[config.mk]
export PLATFORM = sky130hd
export DESIGN_NAME = sorted_priority_queue_unit
export DESIGN_NICKNAME = d
export VERILOG_FILES = /design/src/rtl/spq_pkg.sv /design/src/rtl/spq_ctrl.sv /design/src/rtl/spq_datapath.sv /design/src/rtl/sorted_priority_queue_unit.sv
export SDC_FILE = /design/constraint.sdc
export NUM_CORES = 1
export LEC_CHECK = 0
export BUFFER_PORTS_ARGS = -buffer_cell sky130_fd_sc_hd__buf_4
export CAP_MARGIN = 30
export CORE_MARGIN = 1
export CORE_UTILIZATION = 35
export DETAILED_ROUTE_END_ITERATION = 10
export REMOVE_ABC_BUFFERS = 1
export SLEW_MARGIN = 15
export SYNTH_ARGS = -nofsm -noshare
export SYNTH_HDL_FRONTEND = slang
export SYNTH_SLANG_ARGS = --single-unit
[constraint.sdc]
create_clock -name aclk -period 6 [get_ports aclk]
set_input_delay 0 -clock aclk [delete_from_list [all_inputs] [get_ports aclk]]
set_output_delay 0 -clock aclk [all_outputs]
set_load 0.02 [all_outputs]
[src/rtl/spq_pkg.sv]
package spq_pkg;

    // Field widths of the item formats.
    localparam int unsigned VALUE_W    = 32;
    localparam int unsigned STATUS_W   = 2;
    localparam int unsigned OCC_W      = 5;
    localparam int unsigned S_TDATA_W  = 32;
    localparam int unsigned M_TDATA_W  = 40;

    // Operation codes.
    localparam logic OP_INSERT = 1'b0;
    localparam logic OP_REMOVE = 1'b1;

    // Result status codes.
    localparam logic [STATUS_W-1:0] STATUS_DONE  = 2'd0;
    localparam logic [STATUS_W-1:0] STATUS_FULL  = 2'd1;
    localparam logic [STATUS_W-1:0] STATUS_EMPTY = 2'd2;

    // Commands from the controller to the datapath.
    typedef struct packed {
        logic start;   // take the input item and issue the first read
        logic shift;   // move one entry up and read the next one down
        logic place;   // write the new value at the scan position
        logic pop;     // drop the front entry
        logic emit;    // load the output register
    } spq_cmd_t;

    // Status from the datapath to the controller.
    typedef struct packed {
        logic in_insert;  // the offered item is an insert
        logic full;
        logic empty;
        logic greater;    // the entry just read is greater than the new value
        logic pos_one;    // the scan has reached the slot after the front
    } spq_sts_t;

endpackage

[src/rtl/spq_ctrl.sv]
module spq_ctrl (
    input  logic              aclk,
    input  logic              aresetn,
    input  logic              s_tvalid,
    output logic              s_tready,
    output logic              m_tvalid,
    input  logic              m_tready,
    input  spq_pkg::spq_sts_t sts,
    output spq_pkg::spq_cmd_t cmd
);

    typedef enum logic [4:0] {
        ST_IDLE  = 5'b00001,
        ST_SCAN  = 5'b00010,
        ST_PLACE = 5'b00100,
        ST_POP   = 5'b01000,
        ST_EMIT  = 5'b10000
    } state_t;

    state_t state_reg, state_next;
    logic   out_valid_reg, out_valid_next;

    // Sequencing of one operation.
    always_comb begin
        state_next = state_reg;
        cmd        = '0;
        s_tready   = 1'b0;
        unique case (state_reg)
            ST_IDLE: begin
                s_tready = 1'b1;
                if (s_tvalid) begin
                    cmd.start = 1'b1;
                    if (sts.in_insert) begin
                        priority if (sts.full) begin
                            state_next = ST_EMIT;
                        end else if (sts.empty) begin
                            state_next = ST_PLACE;
                        end else begin
                            state_next = ST_SCAN;
                        end
                    end else if (sts.empty) begin
                        state_next = ST_EMIT;
                    end else begin
                        state_next = ST_POP;
                    end
                end
            end
            ST_SCAN: begin
                if (sts.greater) begin
                    cmd.shift  = 1'b1;
                    state_next = sts.pos_one ? ST_PLACE : ST_SCAN;
                end else begin
                    cmd.place  = 1'b1;
                    state_next = ST_EMIT;
                end
            end
            ST_PLACE: begin
                cmd.place  = 1'b1;
                state_next = ST_EMIT;
            end
            ST_POP: begin
                cmd.pop    = 1'b1;
                state_next = ST_EMIT;
            end
            ST_EMIT: begin
                if (!out_valid_reg || m_tready) begin
                    cmd.emit   = 1'b1;
                    state_next = ST_IDLE;
                end
            end
            default: begin
                state_next = ST_IDLE;
            end
        endcase
    end

    // The output register holds its item until it is taken.
    always_comb begin
        if (cmd.emit) begin
            out_valid_next = 1'b1;
        end else if (m_tready) begin
            out_valid_next = 1'b0;
        end else begin
            out_valid_next = out_valid_reg;
        end
    end

    always_ff @(posedge aclk) begin
        if (!aresetn) begin
            state_reg     <= ST_IDLE;
            out_valid_reg <= 1'b0;
        end else begin
            state_reg     <= state_next;
            out_valid_reg <= out_valid_next;
        end
    end

    assign m_tvalid = out_valid_reg;

endmodule

[src/rtl/spq_datapath.sv]
module spq_datapath #(
    parameter int unsigned DEPTH = 16
) (
    input  logic                                 aclk,
    input  logic                                 aresetn,
    input  logic                                 s_opcode,
    input  logic signed [spq_pkg::VALUE_W-1:0]  s_value,
    input  spq_pkg::spq_cmd_t                    cmd,
    output spq_pkg::spq_sts_t                    sts,
    output logic signed [spq_pkg::VALUE_W-1:0]  m_removed_value,
    output logic [spq_pkg::STATUS_W-1:0]        m_status,
    output logic [spq_pkg::OCC_W-1:0]           m_occupancy
);

    localparam int unsigned AW = (DEPTH > 1) ? $clog2(DEPTH) : 1;
    localparam int unsigned CW = $clog2(DEPTH + 1);

    // Entries sit in a ring: logical slot j lives at head + j, modulo DEPTH.
    logic signed [spq_pkg::VALUE_W-1:0] mem [DEPTH];

    logic [CW-1:0]                       count_reg, count_next;
    logic [AW-1:0]                       head_reg, head_next;
    logic [CW-1:0]                       pos_reg;
    logic signed [spq_pkg::VALUE_W-1:0]  x_reg;
    logic signed [spq_pkg::VALUE_W-1:0]  rd_data_reg;
    logic signed [spq_pkg::VALUE_W-1:0]  res_removed_reg;
    logic [spq_pkg::STATUS_W-1:0]        res_status_reg;
    logic signed [spq_pkg::VALUE_W-1:0]  out_removed_reg;
    logic [spq_pkg::STATUS_W-1:0]        out_status_reg;
    logic [spq_pkg::OCC_W-1:0]           out_occ_reg;

    logic                                in_insert;
    logic                                full;
    logic                                empty;
    logic                                rd_en;
    logic [CW-1:0]                       rd_log;
    logic [AW-1:0]                       rd_addr;
    logic                                wr_en;
    logic [AW-1:0]                       wr_addr;
    logic signed [spq_pkg::VALUE_W-1:0]  wr_data;
    logic [CW+spq_pkg::OCC_W-1:0]        occ_ext;

    // Physical address of a logical slot; the sum stays below twice DEPTH.
    function automatic logic [AW-1:0] phys(input logic [AW-1:0] h, input logic [CW-1:0] j);
        logic [CW:0] s;
        s = (CW+1)'(h) + (CW+1)'(j);
        if (s >= (CW+1)'(DEPTH)) begin
            s = s - (CW+1)'(DEPTH);
        end
        return s[AW-1:0];
    endfunction

    // Status towards the controller.
    assign in_insert = (s_opcode == spq_pkg::OP_INSERT);
    assign full      = (count_reg == CW'(DEPTH));
    assign empty     = (count_reg == '0);

    always_comb begin
        sts           = '0;
        sts.in_insert = in_insert;
        sts.full      = full;
        sts.empty     = empty;
        sts.greater   = (rd_data_reg > x_reg);
        sts.pos_one   = (pos_reg == CW'(1));
    end

    // Read port: the last held entry for an insert, the front for a remove,
    // then one slot further down for each shift.
    always_comb begin
        rd_en  = 1'b0;
        rd_log = '0;
        if (cmd.start) begin
            if (in_insert) begin
                rd_en  = !full && !empty;
                rd_log = count_reg - CW'(1);
            end else begin
                rd_en  = !empty;
                rd_log = '0;
            end
        end else if (cmd.shift) begin
            rd_en  = !sts.pos_one;
            rd_log = pos_reg - CW'(2);
        end
    end

    assign rd_addr = phys(head_reg, rd_log);

    // Write port: an entry moves up one slot, or the new value lands.
    assign wr_en   = cmd.shift || cmd.place;
    assign wr_addr = phys(head_reg, pos_reg);
    assign wr_data = cmd.shift ? rd_data_reg : x_reg;

    always_ff @(posedge aclk) begin
        if (wr_en) begin
            mem[wr_addr] <= wr_data;
        end
        if (rd_en) begin
            rd_data_reg <= mem[rd_addr];
        end
    end

    // Occupancy and ring head.
    always_comb begin
        count_next = count_reg;
        head_next  = head_reg;
        if (cmd.place) begin
            count_next = count_reg + CW'(1);
        end else if (cmd.pop) begin
            count_next = count_reg - CW'(1);
            head_next  = (head_reg == AW'(DEPTH - 1)) ? '0 : head_reg + AW'(1);
        end
    end

    always_ff @(posedge aclk) begin
        if (!aresetn) begin
            count_reg <= '0;
            head_reg  <= '0;
        end else begin
            count_reg <= count_next;
            head_reg  <= head_next;
        end
    end

    assign occ_ext = (CW+spq_pkg::OCC_W)'(count_reg);

    // Operation operands, pending result and output register.
    always_ff @(posedge aclk) begin
        if (cmd.start) begin
            x_reg           <= s_value;
            pos_reg         <= count_reg;
            res_removed_reg <= '0;
            if (in_insert && full) begin
                res_status_reg <= spq_pkg::STATUS_FULL;
            end else if (!in_insert && empty) begin
                res_status_reg <= spq_pkg::STATUS_EMPTY;
            end else begin
                res_status_reg <= spq_pkg::STATUS_DONE;
            end
        end
        if (cmd.shift) begin
            pos_reg <= pos_reg - CW'(1);
        end
        if (cmd.pop) begin
            res_removed_reg <= rd_data_reg;
        end
        if (cmd.emit) begin
            out_removed_reg <= res_removed_reg;
            out_status_reg  <= res_status_reg;
            out_occ_reg     <= occ_ext[spq_pkg::OCC_W-1:0];
        end
    end

    assign m_removed_value = out_removed_reg;
    assign m_status        = out_status_reg;
    assign m_occupancy     = out_occ_reg;

endmodule

[src/rtl/sorted_priority_queue_unit.sv]
// Insert: the scan runs from the last held entry toward the front, and each held entry
// greater than the new value moves up one slot, one shift of the store memory per cycle.
// Remove: one memory read; an insert on full or a remove on empty goes straight to its result.
// A new item is accepted the cycle after its predecessor's result is loaded.
// Reset (aresetn low, synchronous) empties the queue and the output register.
module sorted_priority_queue_unit #(
    parameter int unsigned DEPTH = 16
) (
    input  logic                              aclk,
    input  logic                              aresetn,
    input  logic                              s_tvalid,
    output logic                              s_tready,
    // value [31:0]
    input  logic [spq_pkg::S_TDATA_W-1:0]     s_tdata,
    // opcode [0]
    input  logic [0:0]                        s_tuser,
    output logic                              m_tvalid,
    input  logic                              m_tready,
    // removed_value [31:0], occupancy [36:32], zero [39:37]
    output logic [spq_pkg::M_TDATA_W-1:0]     m_tdata,
    // status [1:0]
    output logic [spq_pkg::STATUS_W-1:0]      m_tuser
);

    spq_pkg::spq_cmd_t                   cmd;
    spq_pkg::spq_sts_t                   sts;
    logic signed [spq_pkg::VALUE_W-1:0]  removed_value;
    logic [spq_pkg::OCC_W-1:0]           occupancy;

    // Operation sequencing and output handshake.
    spq_ctrl u_ctrl (
        .aclk     (aclk),
        .aresetn  (aresetn),
        .s_tvalid (s_tvalid),
        .s_tready (s_tready),
        .m_tvalid (m_tvalid),
        .m_tready (m_tready),
        .sts      (sts),
        .cmd      (cmd)
    );

    // Sorted store and result registers.
    spq_datapath #(
        .DEPTH (DEPTH)
    ) u_datapath (
        .aclk            (aclk),
        .aresetn         (aresetn),
        .s_opcode        (s_tuser[0]),
        .s_value         (s_tdata[spq_pkg::VALUE_W-1:0]),
        .cmd             (cmd),
        .sts             (sts),
        .m_removed_value (removed_value),
        .m_status        (m_tuser),
        .m_occupancy     (occupancy)
    );

    // Pack the result item.
    assign m_tdata = {
        (spq_pkg::M_TDATA_W - spq_pkg::VALUE_W - spq_pkg::OCC_W)'(0),
        occupancy,
        removed_value
    };

endmodule

==> impl_metrics.toml <==
[outcome]
outcome = "finished clean"

[critical_path]
r2r_start = "u_datapath.rd_data_reg[7]"
path_class = "register to register"
path_max_fanout = 33
r2r-end = "u_datapath.rd_data_reg[21]"
r2r_slack_ns = 0.54
critical_path.startpoint = "u_datapath.rd_data_reg[7]"
endpoint_kind = "register"
cp-start-kind = "register"
crit_path_end = "u_datapath.rd_data_reg[21]"
crit_required_ns = 6.33
cp.arrival_ns = 5.80
reg2reg_depth = 15

[cells_and_area]
layout_commonest_cell = "edfxtp_1"
final_cell_mix = "edfxtp_1, buf_4, mux4_2"
regMostFlops = "u_datapath.mem"
fillers = 6352
drive_gt1_frac = 0.2591
largest_reg_flops = 512
antenna_cells = 0
finalNetCount = 1624
area_growth_pct = 19.62

[sta]
setup_slack_ns = 0.5380
min_period_ns = 5.462
grt_setup_unrepaired = "no"
hold_viol_final = 0
fmax_mhz = 183.1
finalSetupTns_ns = 0
clock_skew_ns = 0.02548
final_max_slew_viol_count = 0
worstMarginPinSlew_ns = 0.9360
setup_viol = 0
period_share = 0.9103
slew_headroom = 0.3745

[grt]
grt_usage = 0.1609
grt_max_degree = 64
grt_overflow = 0
grt_busiest_layer = "met2"
use_met1 = 0.2214
grt.met2_usage = 0.2658
antenna_found_initial = 1
met3_usage = 0.02506
grt_pass1_vias = 13417
grt_pass1_wl_mm = 89.89

[pwr]
p_sw_mw = 2.155
ir_drop_uv = 209.3
power_per_cell_area_nw_per_um2 = 325.5
pwr-share-clk = 0.436
p_comb_frac = 0.058
power.internal_mw = 8.166
p_seq_frac = 0.506
power.leakage_nw = 11.00
p_sw_frac = 0.2088

[routing]
firstDrtPassIters = 5
ant_nets = 0
drt_iter0_drc = 1218
vias = 13112
drc = 0
routed_wirelength_mm = 61.10
vias_per_cell = 5.108
wire_per_inst_um = 23.80

[logic_synthesis]
synth_area_leaders = "edfxtp_1, mux4_2, mux2i_1"
synth_seq_cells = 669
synthCells = 1338
synthFlopType = "edfxtp_1"
synth_edf_count = 654
yosys.area.top_type = "edfxtp_1"
netlist_area_um2 = 26510
async_reset_ff_frac = 0
synth_cell_type_count = 53
synth_area_per_cell_um2 = 19.81
ys_seq_area_frac = 0.7522
yosys_warnings = 0
synth_top_area_share = 0.7409

[floorplan]
rows = 100
die_area_um2 = 76840
initial_core_util = 0.3549
core_area_um2 = 74700
die_h_um = 277.2
io_pins = 81
die_w_um = 277.2

[clock_tree]
h-tree-depth = 3
hold_buffers = 37
post_cts_buffers = 0
path_clk_slew_ns = 0.06
clkSinkCount = 669
cts_resized = 0
cts_buffer_depth = 3
cts_root_buffer = "clkbuf_16"
clk_latency_ns = 0.62
cts_buffers = 72
cts_tree = "yes"

[place]
io_buffers = 77
dp_hpwl_mm = 35.58
dp_slack_ns = 0.5742
place_congestion = 0.7920

[hold_path]
min_path_type = "input pin to register"
hold_path_startpoint = "s_tdata[4]"

[run]
max_cap_violations = 0
[power by group through the flow]
stage / sequential, mW / clock (mW) / combinational (mW)
floorplan: 5.32 / 0 / 0.410
global placement: 5.32 / 0 / 0.574
detailed placement: 5.32 / 0 / 0.590
CTS: 5.22 / 4.59 / 0.610
global route: 5.22 / 4.77 / 0.650
finish: 5.22 / 4.50 / 0.597
[Yosys cell counts (3+ instances only)]
library cell  count
nand3b_1          3
xnor2_1           7
clkbuf_1         43
nand3_1           7
a21oi_1          27
a21boi_0          3
nor2b_1           5
nor2_1           33
mux2i_1          97
edfxtp_1        654
and2_1           37
o211ai_1          3
nand2_1          61
buf_4             3
ha_1             45
dfxtp_1          15
xor2_1           10
nand4_1           9
nor3b_1           3
o21ai_1           3
inv_1            48
mux4_2          128
or3_1             4
buf_6             6
o21ai_0          41
nor3_1            4
buf_1             3
[area by class of cell]
cell class,instances,area [um2],area share
Multi-Input combinational cell,566,6305,0.1988
Timing Repair Buffer,183,1662,0.05241
Tap cell,969,1212,0.03824
Inverter,48,180.2,0.005682
Sequential cell,669,19940,0.6289
Clock inverter,45,519.2,0.01638
Clock buffer,87,1889,0.05959
[critical path, cell delays in order (launching register included)]
cell and delay (ns):
edfxtp_1 0.45, ha_1 0.37, a21oi_1 0.14, o21ai_0 0.29
a221oi_1 0.40, nor3_2 0.13, o41ai_2 0.47, and4_2 0.46
inv_1 0.12, o22ai_1 0.22, inv_1 0.09, fa_4 1.08
buf_12 0.29, mux4_2 0.34, mux2i_1 0.16, mux2i_1 0.12
[per-stage QoR]
stage                     power [mW]  area [um2]  utilization  instances  hold slack [ns]
final                          10.32       31710       0.4245       2567          0.09622
after global routing           10.65       31710       0.4245       2567          0.07600
after CTS                      10.43       31710       0.4245       2567          0.06114
after detailed placement       5.910       28930       0.3873       2398           0.1793
after global placement         5.894       28860       0.3864       2395           0.1789
after floorplan                5.729       26240            -       1283          0.09887
[logic make-up after synthesis]
logic type / synth area share
flip-flops: 0.7522
other: 0.0001415
XOR/XNOR: 0.006656
multiplexers: 0.1458
buffers and inverters: 0.01709
adder cells (fa/ha/maj): 0.02275
AND/OR/NAND/NOR: 0.03436
AO/OA/AOI/OAI: 0.02096
[worst min path at each step]
stage	end	slack (ns)	depth (start not counted)
floorplan	u_datapath.x_reg[0]	0.1	0
global placement	u_datapath.x_reg[17]	0.18	1
detailed placement	u_datapath.x_reg[8]	0.18	1
CTS	u_datapath.x_reg[4]	0.06	2
global route	u_datapath.x_reg[12]	0.08	2
finish	u_datapath.x_reg[4]	0.1	2
[metal layers]
metal	up-vias	wire, um
met5	-	0
met4	0	995
met3	68	3323
met2	361	29770
met1	6919	27000
li1	5764	-
Note: power is estimated with default switching activity, not from simulation.
